`src/design/nrsp_pkg.sv`:
```
package nrsp_pkg;

    // parser phase, one code per field of a record
    typedef enum logic [2:0] {
        PH_FLAGS   = 3'd0,
        PH_TLEN    = 3'd1,
        PH_PLEN    = 3'd2,
        PH_ILEN    = 3'd3,
        PH_TYPE    = 3'd4,
        PH_ID      = 3'd5,
        PH_PAYLOAD = 3'd6
    } phase_t;

    // what one output item carries
    typedef enum logic [1:0] {
        KIND_HEADER  = 2'd0,
        KIND_TYPE    = 2'd1,
        KIND_ID      = 2'd2,
        KIND_PAYLOAD = 2'd3
    } kind_t;

    // bit positions within the record flag byte
    localparam int unsigned FL_MB_BIT = 7;
    localparam int unsigned FL_ME_BIT = 6;
    localparam int unsigned FL_CF_BIT = 5;
    localparam int unsigned FL_SR_BIT = 4;
    localparam int unsigned FL_IL_BIT = 3;

    localparam logic [7:0] MAX_RECORDS_RESET = 8'd4;
    localparam logic [7:0] RECORD_COUNT_MAX  = 8'd255;
    localparam logic [1:0] LEN_BYTES_LAST    = 2'd3;

    // choice of the next non-empty field
    typedef struct packed {
        phase_t phase;
        logic   complete;
    } pick_t;

    // one result item
    typedef struct packed {
        kind_t      byte_kind;
        logic       field_last;
        logic       ignored;
        logic       truncated;
        logic       message_done;
        logic       record_dropped;
        logic [7:0] record_index;
        logic       chunk_flag;
        logic       message_end;
        logic       message_begin;
        logic [2:0] record_tnf;
        logic [7:0] byte_value;
    } result_t;

endpackage

```
`src/design/ndef_record_stream_parser.sv`:
```
// ndef record stream parser: one message byte in, one tagged byte out
// output: an accepted byte's item is registered in res_reg, or in skid_reg on a stall
// throughput: one item per cycle while skid is empty; all per-byte decode sits between
//   the parser state registers and the result register; skid keeps s_tready registered
// reset: aresetn synchronous active low; clears parser state, empties result and
//   skid stages, and sets max_records to 4
module ndef_record_stream_parser (
    input  logic        aclk,
    input  logic        aresetn,

    // configuration: max_records
    input  logic        cfg_we,
    input  logic [7:0]  cfg_wdata,

    // input byte stream
    input  logic        s_tvalid,
    output logic        s_tready,
    input  logic [7:0]  s_tdata,   // [7:0] data_byte
    input  logic [0:0]  s_tuser,   // [0] start_message
    input  logic        s_tlast,   // buffer_end

    // tagged byte stream
    output logic        m_tvalid,
    input  logic        m_tready,
    // [7:0] byte_value, [10:8] record_tnf, [11] message_begin, [12] message_end,
    // [13] chunk_flag, [21:14] record_index, [22] record_dropped,
    // [23] message_done, [24] truncated, [25] ignored, [31:26] zero
    output logic [31:0] m_tdata,
    output logic [1:0]  m_tuser,   // [1:0] byte_kind
    output logic        m_tlast    // field_last
);

    // configuration register
    logic [7:0] max_records_reg;

    // parser state
    nrsp_pkg::phase_t phase_reg, phase_next;
    logic [7:0]  flags_reg, flags_next;
    logic [1:0]  len_cnt_reg, len_cnt_next;
    logic [7:0]  type_rem_reg, type_rem_next;
    logic [7:0]  id_rem_reg, id_rem_next;
    logic [31:0] pay_rem_reg, pay_rem_next;
    logic [7:0]  rec_cnt_reg, rec_cnt_next;
    logic        finished_reg, finished_next;

    // state as seen by this byte, after a message start clears it
    nrsp_pkg::phase_t phase_eff;
    logic [7:0]  flags_eff;
    logic [1:0]  len_cnt_eff;
    logic [7:0]  type_rem_eff;
    logic [7:0]  id_rem_eff;
    logic [31:0] pay_rem_eff;
    logic [7:0]  rec_cnt_eff;
    logic        finished_eff;

    // result and skid stages
    nrsp_pkg::result_t res_reg, skid_reg, res_new;
    logic              res_valid_reg, skid_valid_reg;

    logic              accept;
    logic              out_free;
    logic              start_in;
    logic              bend_in;
    logic [7:0]        byte_in;
    nrsp_pkg::kind_t   kind;
    logic              last;
    logic              complete;
    logic              me;
    nrsp_pkg::pick_t   pick;

    assign start_in = s_tuser[0];
    assign bend_in  = s_tlast;
    assign byte_in  = s_tdata;

    // skid stage full means the consumer is stalled with two items held
    assign s_tready = !skid_valid_reg;
    assign accept   = s_tvalid && s_tready;
    assign out_free = !res_valid_reg || m_tready;

    // first non-empty field after the one just finished; none left ends the record
    function automatic nrsp_pkg::pick_t pick_next(
        input logic        allow_type,
        input logic        allow_id,
        input logic [7:0]  t_rem,
        input logic        il,
        input logic [7:0]  i_rem,
        input logic [31:0] p_rem
    );
        nrsp_pkg::pick_t p;
        p.complete = 1'b0;
        if (allow_type && t_rem != 8'd0) begin
            p.phase = nrsp_pkg::PH_TYPE;
        end else if (allow_id && il && i_rem != 8'd0) begin
            p.phase = nrsp_pkg::PH_ID;
        end else if (p_rem != 32'd0) begin
            p.phase = nrsp_pkg::PH_PAYLOAD;
        end else begin
            p.phase    = nrsp_pkg::PH_FLAGS;
            p.complete = 1'b1;
        end
        return p;
    endfunction

    // per-byte decode
    always_comb begin
        // a message start wipes the parser before this byte is looked at
        if (start_in) begin
            phase_eff    = nrsp_pkg::PH_FLAGS;
            flags_eff    = 8'd0;
            len_cnt_eff  = 2'd0;
            type_rem_eff = 8'd0;
            id_rem_eff   = 8'd0;
            pay_rem_eff  = 32'd0;
            rec_cnt_eff  = 8'd0;
            finished_eff = 1'b0;
        end else begin
            phase_eff    = phase_reg;
            flags_eff    = flags_reg;
            len_cnt_eff  = len_cnt_reg;
            type_rem_eff = type_rem_reg;
            id_rem_eff   = id_rem_reg;
            pay_rem_eff  = pay_rem_reg;
            rec_cnt_eff  = rec_cnt_reg;
            finished_eff = finished_reg;
        end

        phase_next    = phase_eff;
        flags_next    = flags_eff;
        len_cnt_next  = len_cnt_eff;
        type_rem_next = type_rem_eff;
        id_rem_next   = id_rem_eff;
        pay_rem_next  = pay_rem_eff;
        rec_cnt_next  = rec_cnt_eff;
        finished_next = finished_eff;

        kind     = nrsp_pkg::KIND_HEADER;
        last     = 1'b0;
        complete = 1'b0;
        pick     = '{phase: nrsp_pkg::PH_FLAGS, complete: 1'b0};

        if (!finished_eff) begin
            unique case (phase_eff)
                nrsp_pkg::PH_TLEN: begin
                    type_rem_next = byte_in;
                    len_cnt_next  = 2'd0;
                    phase_next    = nrsp_pkg::PH_PLEN;
                end
                nrsp_pkg::PH_PLEN: begin
                    // short record: one length byte, else four bytes big-endian
                    if (flags_eff[nrsp_pkg::FL_SR_BIT]) begin
                        pay_rem_next = {24'd0, byte_in};
                    end else begin
                        pay_rem_next = {pay_rem_eff[23:0], byte_in};
                    end
                    if (flags_eff[nrsp_pkg::FL_SR_BIT] ||
                        len_cnt_eff == nrsp_pkg::LEN_BYTES_LAST) begin
                        len_cnt_next = 2'd0;
                        if (flags_eff[nrsp_pkg::FL_IL_BIT]) begin
                            phase_next = nrsp_pkg::PH_ILEN;
                        end else begin
                            last       = 1'b1;
                            pick       = pick_next(1'b1, 1'b1, type_rem_eff,
                                                   flags_eff[nrsp_pkg::FL_IL_BIT],
                                                   id_rem_eff, pay_rem_next);
                            phase_next = pick.phase;
                            complete   = pick.complete;
                        end
                    end else begin
                        len_cnt_next = len_cnt_eff + 2'd1;
                    end
                end
                nrsp_pkg::PH_ILEN: begin
                    id_rem_next = byte_in;
                    last        = 1'b1;
                    pick        = pick_next(1'b1, 1'b1, type_rem_eff,
                                            flags_eff[nrsp_pkg::FL_IL_BIT],
                                            byte_in, pay_rem_eff);
                    phase_next  = pick.phase;
                    complete    = pick.complete;
                end
                nrsp_pkg::PH_TYPE: begin
                    kind = nrsp_pkg::KIND_TYPE;
                    if (type_rem_eff != 8'd0) begin
                        type_rem_next = type_rem_eff - 8'd1;
                    end
                    if (type_rem_next == 8'd0) begin
                        last       = 1'b1;
                        pick       = pick_next(1'b0, 1'b1, type_rem_next,
                                               flags_eff[nrsp_pkg::FL_IL_BIT],
                                               id_rem_eff, pay_rem_eff);
                        phase_next = pick.phase;
                        complete   = pick.complete;
                    end
                end
                nrsp_pkg::PH_ID: begin
                    kind = nrsp_pkg::KIND_ID;
                    if (id_rem_eff != 8'd0) begin
                        id_rem_next = id_rem_eff - 8'd1;
                    end
                    if (id_rem_next == 8'd0) begin
                        last       = 1'b1;
                        pick       = pick_next(1'b0, 1'b0, type_rem_eff,
                                               flags_eff[nrsp_pkg::FL_IL_BIT],
                                               id_rem_next, pay_rem_eff);
                        phase_next = pick.phase;
                        complete   = pick.complete;
                    end
                end
                nrsp_pkg::PH_PAYLOAD: begin
                    kind = nrsp_pkg::KIND_PAYLOAD;
                    if (pay_rem_eff != 32'd0) begin
                        pay_rem_next = pay_rem_eff - 32'd1;
                    end
                    // payload is the final field, so running out ends the record
                    if (pay_rem_next == 32'd0) begin
                        last       = 1'b1;
                        complete   = 1'b1;
                        phase_next = nrsp_pkg::PH_FLAGS;
                    end
                end
                default: begin
                    // flag byte, also taken for the unused phase code
                    flags_next    = byte_in;
                    len_cnt_next  = 2'd0;
                    type_rem_next = 8'd0;
                    id_rem_next   = 8'd0;
                    pay_rem_next  = 32'd0;
                    phase_next    = nrsp_pkg::PH_TLEN;
                end
            endcase
        end

        me = flags_next[nrsp_pkg::FL_ME_BIT];

        res_new.byte_value = byte_in;
        if (finished_eff) begin
            // past message end: only the byte and the ignored mark
            res_new.byte_kind      = nrsp_pkg::KIND_HEADER;
            res_new.field_last     = 1'b0;
            res_new.ignored        = 1'b1;
            res_new.truncated      = 1'b0;
            res_new.message_done   = 1'b0;
            res_new.record_dropped = 1'b0;
            res_new.record_index   = 8'd0;
            res_new.chunk_flag     = 1'b0;
            res_new.message_end    = 1'b0;
            res_new.message_begin  = 1'b0;
            res_new.record_tnf     = 3'd0;
        end else begin
            res_new.byte_kind      = kind;
            res_new.field_last     = last;
            res_new.ignored        = 1'b0;
            res_new.truncated      = bend_in && !complete;
            res_new.message_done   = complete && me;
            res_new.record_dropped = rec_cnt_eff >= max_records_reg;
            res_new.record_index   = rec_cnt_eff;
            res_new.chunk_flag     = flags_next[nrsp_pkg::FL_CF_BIT];
            res_new.message_end    = me;
            res_new.message_begin  = flags_next[nrsp_pkg::FL_MB_BIT];
            res_new.record_tnf     = flags_next[2:0];

            if (complete) begin
                if (me) begin
                    finished_next = 1'b1;
                end
                // record count saturates
                if (rec_cnt_eff != nrsp_pkg::RECORD_COUNT_MAX) begin
                    rec_cnt_next = rec_cnt_eff + 8'd1;
                end
            end
            // buffer end closes the message whether the record finished or not
            if (bend_in) begin
                finished_next = 1'b1;
            end
        end
    end

    // configuration and parser state
    always_ff @(posedge aclk) begin
        if (!aresetn) begin
            max_records_reg <= nrsp_pkg::MAX_RECORDS_RESET;
            phase_reg       <= nrsp_pkg::PH_FLAGS;
            flags_reg       <= 8'd0;
            len_cnt_reg     <= 2'd0;
            type_rem_reg    <= 8'd0;
            id_rem_reg      <= 8'd0;
            pay_rem_reg     <= 32'd0;
            rec_cnt_reg     <= 8'd0;
            finished_reg    <= 1'b0;
        end else begin
            if (cfg_we) begin
                max_records_reg <= cfg_wdata;
            end
            if (accept) begin
                phase_reg    <= phase_next;
                flags_reg    <= flags_next;
                len_cnt_reg  <= len_cnt_next;
                type_rem_reg <= type_rem_next;
                id_rem_reg   <= id_rem_next;
                pay_rem_reg  <= pay_rem_next;
                rec_cnt_reg  <= rec_cnt_next;
                finished_reg <= finished_next;
            end
        end
    end

    // result register with skid stage behind it
    always_ff @(posedge aclk) begin
        if (!aresetn) begin
            res_valid_reg  <= 1'b0;
            skid_valid_reg <= 1'b0;
        end else begin
            if (out_free) begin
                if (skid_valid_reg) begin
                    res_valid_reg  <= 1'b1;
                    skid_valid_reg <= 1'b0;
                end else begin
                    res_valid_reg <= accept;
                end
            end else if (accept) begin
                skid_valid_reg <= 1'b1;
            end
        end
    end

    always_ff @(posedge aclk) begin
        if (out_free) begin
            if (skid_valid_reg) begin
                res_reg <= skid_reg;
            end else if (accept) begin
                res_reg <= res_new;
            end
        end else if (accept) begin
            skid_reg <= res_new;
        end
    end

    assign m_tvalid = res_valid_reg;
    assign m_tuser  = res_reg.byte_kind;
    assign m_tlast  = res_reg.field_last;
    assign m_tdata  = {6'd0,
                       res_reg.ignored,
                       res_reg.truncated,
                       res_reg.message_done,
                       res_reg.record_dropped,
                       res_reg.record_index,
                       res_reg.chunk_flag,
                       res_reg.message_end,
                       res_reg.message_begin,
                       res_reg.record_tnf,
                       res_reg.byte_value};

endmodule

```
`config.mk`:
```
export PLATFORM = sky130hd
export DESIGN_NAME = ndef_record_stream_parser
export DESIGN_NICKNAME = d
export VERILOG_FILES = /design/src/design/nrsp_pkg.sv /design/src/design/ndef_record_stream_parser.sv
export SDC_FILE = /design/constraint.sdc
export NUM_CORES = 1
export LEC_CHECK = 0
export BUFFER_PORTS_ARGS = -buffer_cell sky130_fd_sc_hd__buf_2
export CAP_MARGIN = 0
export CORE_MARGIN = 2
export CORE_UTILIZATION = 40
export DETAILED_ROUTE_END_ITERATION = 10
export PLACE_DENSITY = 0.63
export SYNTH_ARGS = -nofsm -noshare
export SYNTH_HDL_FRONTEND = slang
export SYNTH_SLANG_ARGS = --single-unit
```
`constraint.sdc`:
```
create_clock -name aclk -period 6.5 [get_ports aclk]
set_input_delay 0.65 -clock aclk [delete_from_list [all_inputs] [get_ports aclk]]
set_output_delay 0.65 -clock aclk [all_outputs]
set_load 0.02 [all_outputs]
```
* After elaboration in Yosys (flattened, before gate mapping)
Index checks and enable logic that the tools add are counted.
** Word-level totals
- Output and inout port bits :: 37
- Bits of input ports :: 23
- Register bits after elaboration :: 138
** Cells by class
- Bitwise operators :: 2
- Eq/ne operators :: 8
- Order comparisons :: 1
- $add $sub $neg :: 5
- Multiplexer cells :: 76
- Reductions and logical operators :: 27
** Operator list (count)
- 32-bit two-way mux :: 8
- 8-bit two-way mux :: 17
- 32-bit case mux with 3 select lines :: 1
- 32-bit nonzero test :: 2
- 29-bit two-way mux :: 2
- 8-bit case mux with 3 select lines :: 2
- 3-bit two-way mux :: 14
- 32-bit logical NOT :: 1
- 32-bit by 1-bit subtractor with 32-bit output, second input constant :: 1
- 8-bit nonzero test :: 3
- 1-bit two-way mux :: 23
- 21-bit two-way mux :: 1
- 3-bit case mux with 6 select lines :: 1
- 8-bit logical NOT :: 2
- 4-bit OR reduction :: 4
- 8-bit by 1-bit subtractor with 8-bit output, second input constant :: 2
- 1-bit case mux with 5 select lines :: 2
- 3-bit equality test, second input constant :: 3
- 8-bit by 1-bit adder with 8-bit output, second input constant :: 1
- 8-bit greater-or-equal comparator :: 1
- 8-bit inequality test, second input constant :: 1
- 3-bit by 2-bit equality test with 1-bit output, second input constant :: 2
- 2-bit two-way mux :: 3
- 2-bit case mux with 3 select lines :: 1
- 12 further kinds :: 21

* Depth between registers and ports, before layout
- Depth after elaboration :: 17
- Mapped depth :: 21
- Gate-level depth less buffers :: 13

* Worst setup path after synthesis
Ideal clock, no wire load.
- Kind :: in2reg
- Start :: input port s_tuser
- End :: register res_reg (netlist bit m_tdata[24]), data pin
- Buffers on the path :: 7
- Library setup time :: 268 ps
- Path slack :: 1729 ps
- Data arrival time :: 4503 ps
- Cell stages on the path :: 20
- Path through :: clkbuf_1 > clkbuf_1 > inv_1 > clkbuf_1 > clkbuf_1 > clkbuf_1 > clkbuf_1 > nand2_1 > ha_1 > or3b_2 > a211oi_1 > o31ai_1 > a211oi_1 > o2111ai_1 > a211oi_2 > nand4_4 > o31ai_4 > buf_6 > and2_1 > o31ai_1
** Between the ends
- Cells in the longest elaborated chain, start to end :: 17
** RTL lines
- from (decl) :: line ndef_record_stream_parser.sv:19 : input logic [0:0] s_tuser,
- parallel branches: the longest is 14 deep, another holds 32-bit by 1-bit subtractor with 32-bit output
- 21-bit two-way mux * :: line ndef_record_stream_parser.sv:236 : if (finished_eff) begin
- 29-bit two-way mux * :: line ndef_record_stream_parser.sv:330 : end else if (accept) begin
- 29-bit two-way mux * :: line ndef_record_stream_parser.sv:328 : if (skid_valid_reg) begin
- to (signal assigned) :: line ndef_record_stream_parser.sv:329 : res_reg <= skid_reg;
- to (signal assigned) :: line ndef_record_stream_parser.sv:331 : res_reg <= res_new;
- to (decl) :: line ndef_record_stream_parser.sv:57 : nrsp_pkg::result_t res_reg, skid_reg, res_new;
Mark *: on every way between the ends. The select of a mux whose other input is x is not followed.
A chain may end at the register's enable or synchronous reset.

* Worst setup path after layout
Same ends and word-level chain as after synthesis.

==> impl_metrics.json <==
{
  "outcome": "completed",
  "synthArstFlopShare": 0,
  "setup_viol": 0,
  "initial_utilization": 0.405,
  "postSynthCellCount": 1093,
  "die_h_um": 155,
  "antenna_found_initial": 0,
  "max_stage_delay_ns": 0.65,
  "cp_max_fo": 31,
  "use_met2": 0.359,
  "initialDrtViolationCount": 923,
  "clk_latency_ns": 0.43,
  "yosys_most_used_dff": "dfxtp_1",
  "required_ns": 6.67,
  "r2r_setup_slack_ns": 2.22,
  "final_layout_size_suffix_gt1_frac": 0.135,
  "drtPass1Iterations": 6,
  "grt_overflow_total": 0,
  "grt_max_degree": 82,
  "path_cells": "buf_2 -> inv_1 -> nand2_1 -> ha_1 -> o21ai_0 -> or3_1 -> nor3_2 -> buf_4 -> nor2_1 -> a32oi_1 -> nand4_1 -> o31ai_4 -> and2_1 -> o31ai_1",
  "dp_cells": 1355,
  "cts_made_buffers": 17,
  "dr_total_vias": 8544,
  "drv_cap": 0,
  "min_period_over_period": 0.737,
  "slew_headroom": 0.251,
  "worstSetupPathType": "in2reg",
  "synth_cell_types": 77,
  "dp_hpwl_um": 18300,
  "syn_avg_cell_area_um2": 8.31,
  "seq_area_frac_synth": 0.368,
  "period_needed_ns": 4.79,
  "p_seq_frac": 0.396,
  "clk_pin_slew_ns": 0.07,
  "fin_skew_ns": 0.0129,
  "cts_sinks": 138,
  "power.share.combinational": 0.183,
  "die_w_um": 155,
  "holdPathStages": 3,
  "min_to": "max_records_reg[2]$_SDFFE_PN1P_",
  "clockRootBuffer": "clkbuf_16",
  "final_cell_mix": "nand2_1 (125), o21ai_0 (86), dfxtp_1 (80)",
  "cts_setup_buffers": 0,
  "p_int_mw": 1.66,
  "rsz0062_at_grt": "false",
  "drc": 0,
  "wirelength_um": 27100,
  "crit_start": "s_tuser",
  "power.density_mw_per_mm2": 243,
  "tritoncts": "done",
  "r2r_cells": 11,
  "io_pins": 60,
  "antenna_cells": 0,
  "tns_ns": 0,
  "hp-class": "in2reg",
  "clockBufferDepth": 2,
  "ant_nets": 0,
  "pwr-share-clk": 0.421,
  "slowest_stage": "nor3_2",
  "leakage_nw": 3.79,
  "final_cells": 1387,
  "final_nets": 1128,
  "row_count": 55,
  "grt_pass1_wl_um": 43500,
  "wl_per_cell_um": 19.5,
  "h-tree-depth": 4,
  "startpoint_type": "input port",
  "die_area_mm2": 0.0239,
  "min_from": "cfg_wdata[2]",
  "yosys_warnings": 0,
  "routed_via_density": 6.16,
  "routabilityCongestion": 0.956,
  "reg2reg_to": "m_tdata[24]$_DFFE_PP_",
  "area_growth_pct": 10.8,
  "grt_pass1_vias": 7884,
  "io_buffer_count": 53,
  "largest_reg_flops": 32,
  "cts_hold_buf": 0,
  "grt_busiest_layer": "met2",
  "hold_violations": 0,
  "cp.arrival_ns": 4.96,
  "drv_slew": 0,
  "synth-seq-cells": 138,
  "p_switching_uw": 785,
  "synth_area_mm2": 0.00908,
  "max_freq_mhz": 209,
  "mostFrequentLayoutCell": "nand2_1",
  "cts-resized-gates": 0,
  "use_met3": 0.0339,
  "worst_pin_slew_ns": 1.12,
  "met1_usage": 0.315,
  "nFillCells": 2158,
  "synth-edff-count": 58,
  "switching_share": 0.320,
  "r2r-start": "pay_rem_reg[24]$_SDFFE_PN0P_",
  "core_mm2": 0.0224,
  "max-vdd-ir-drop_v": 0.000171,
  "grt_util_all_layers": 0.226,
  "cp-end-kind": "flip-flop"
}
-- kinds of logic (layout without fill, tap and decap cells) --
| kind of cell | after synthesis | after routing | share of synthesized area |
|---|---|---|---|
| and+or+nand+nor | 428 | 428 | 0.247 |
| muxes | 41 | 41 | 0.0477 |
| DFF | 138 | 138 | 0.368 |
| xor gates and xnor gates | 12 | 12 | 0.0116 |
| other | 1 | 6 | 0.000413 |
| adders and majority gates | 16 | 16 | 0.0220 |
| AOI/OAI and AO/OA | 328 | 328 | 0.243 |
| buffers and inverters | 129 | 133 | 0.0600 |
-- power groups by stage --
| stage | registers (mW) | clock network (mW) | logic, mW |
|---|---|---|---|
| final | 0.970 | 1.03 | 0.447 |
| after global routing | 0.973 | 1.08 | 0.486 |
| after global placement | 0.988 | 0 | 0.437 |
| after CTS | 0.969 | 1.04 | 0.438 |
| after floorplan | 0.987 | 0 | 0.318 |
| after detailed placement | 0.988 | 0 | 0.436 |
-- per-stage QoR --
stage	power, mW	cell area (µm²)	util	hold slack (ns)	setup slack, ns
after CTS	2.45	10100	0.449	0.424	1.84
after global placement	1.42	9440	0.421	0.448	1.48
final	2.45	10100	0.449	0.434	1.71
after floorplan	1.30	9100	-	0.436	1.73
after detailed placement	1.42	9440	0.421	0.468	1.38
after global routing	2.54	10100	0.449	0.470	1.40
-- cell type report --
cell class              instances  area (µm²)  share of cell area
clock buffers                  18         450              0.0447
clock inverters                14         175              0.0174
inverters                      31         116              0.0116
multi-input cells             831        5230               0.520
flip-flops and latches        138        3340               0.332
well taps                     285         357              0.0354
repair buffers                 70         393              0.0390
-- cells in the mapped netlist, drive strengths merged (24+ instances only) --
library cell,number,share of area
edfxtp,58,0.19
nor4,24,0.021
and2,32,0.022
a22oi,32,0.026
nor3,42,0.024
nor2,76,0.031
nor2b,38,0.026
inv,31,0.013
nand2,125,0.052
a21oi,56,0.031
dfxtp,80,0.18
o21ai,90,0.050
clkbuf,77,0.032
-- routing by layer --
metal,share of wire,up-vias
li1,-,4047
met2,0.46,366
met1,0.45,4072
met3,0.068,59
met4,0.024,0
met5,0,-
-- worst max path at each step --
stage	cells past startpoint	slack, ns	end
CTS	14	1.84	m_tdata[24]$_DFFE_PP_
detailed placement	14	1.38	m_tdata[24]$_DFFE_PP_
global placement	14	1.48	m_tdata[24]$_DFFE_PP_
floorplan	20	1.73	m_tdata[24]$_DFFE_PP_
global route	14	1.40	m_tdata[24]$_DFFE_PP_
finish	14	1.71	m_tdata[24]$_DFFE_PP_
-- worst max-delay path: cells and delay by family --
| kind | cells | cell delay (ns) |
|---|---|---|
| simple gates | 6 | 1.91 |
| buf+inv | 3 | 1.22 |
| compound gates | 4 | 0.93 |
| fa+ha+maj | 1 | 0.22 |
No activity file was read; power rests on OpenSTA's default activity.
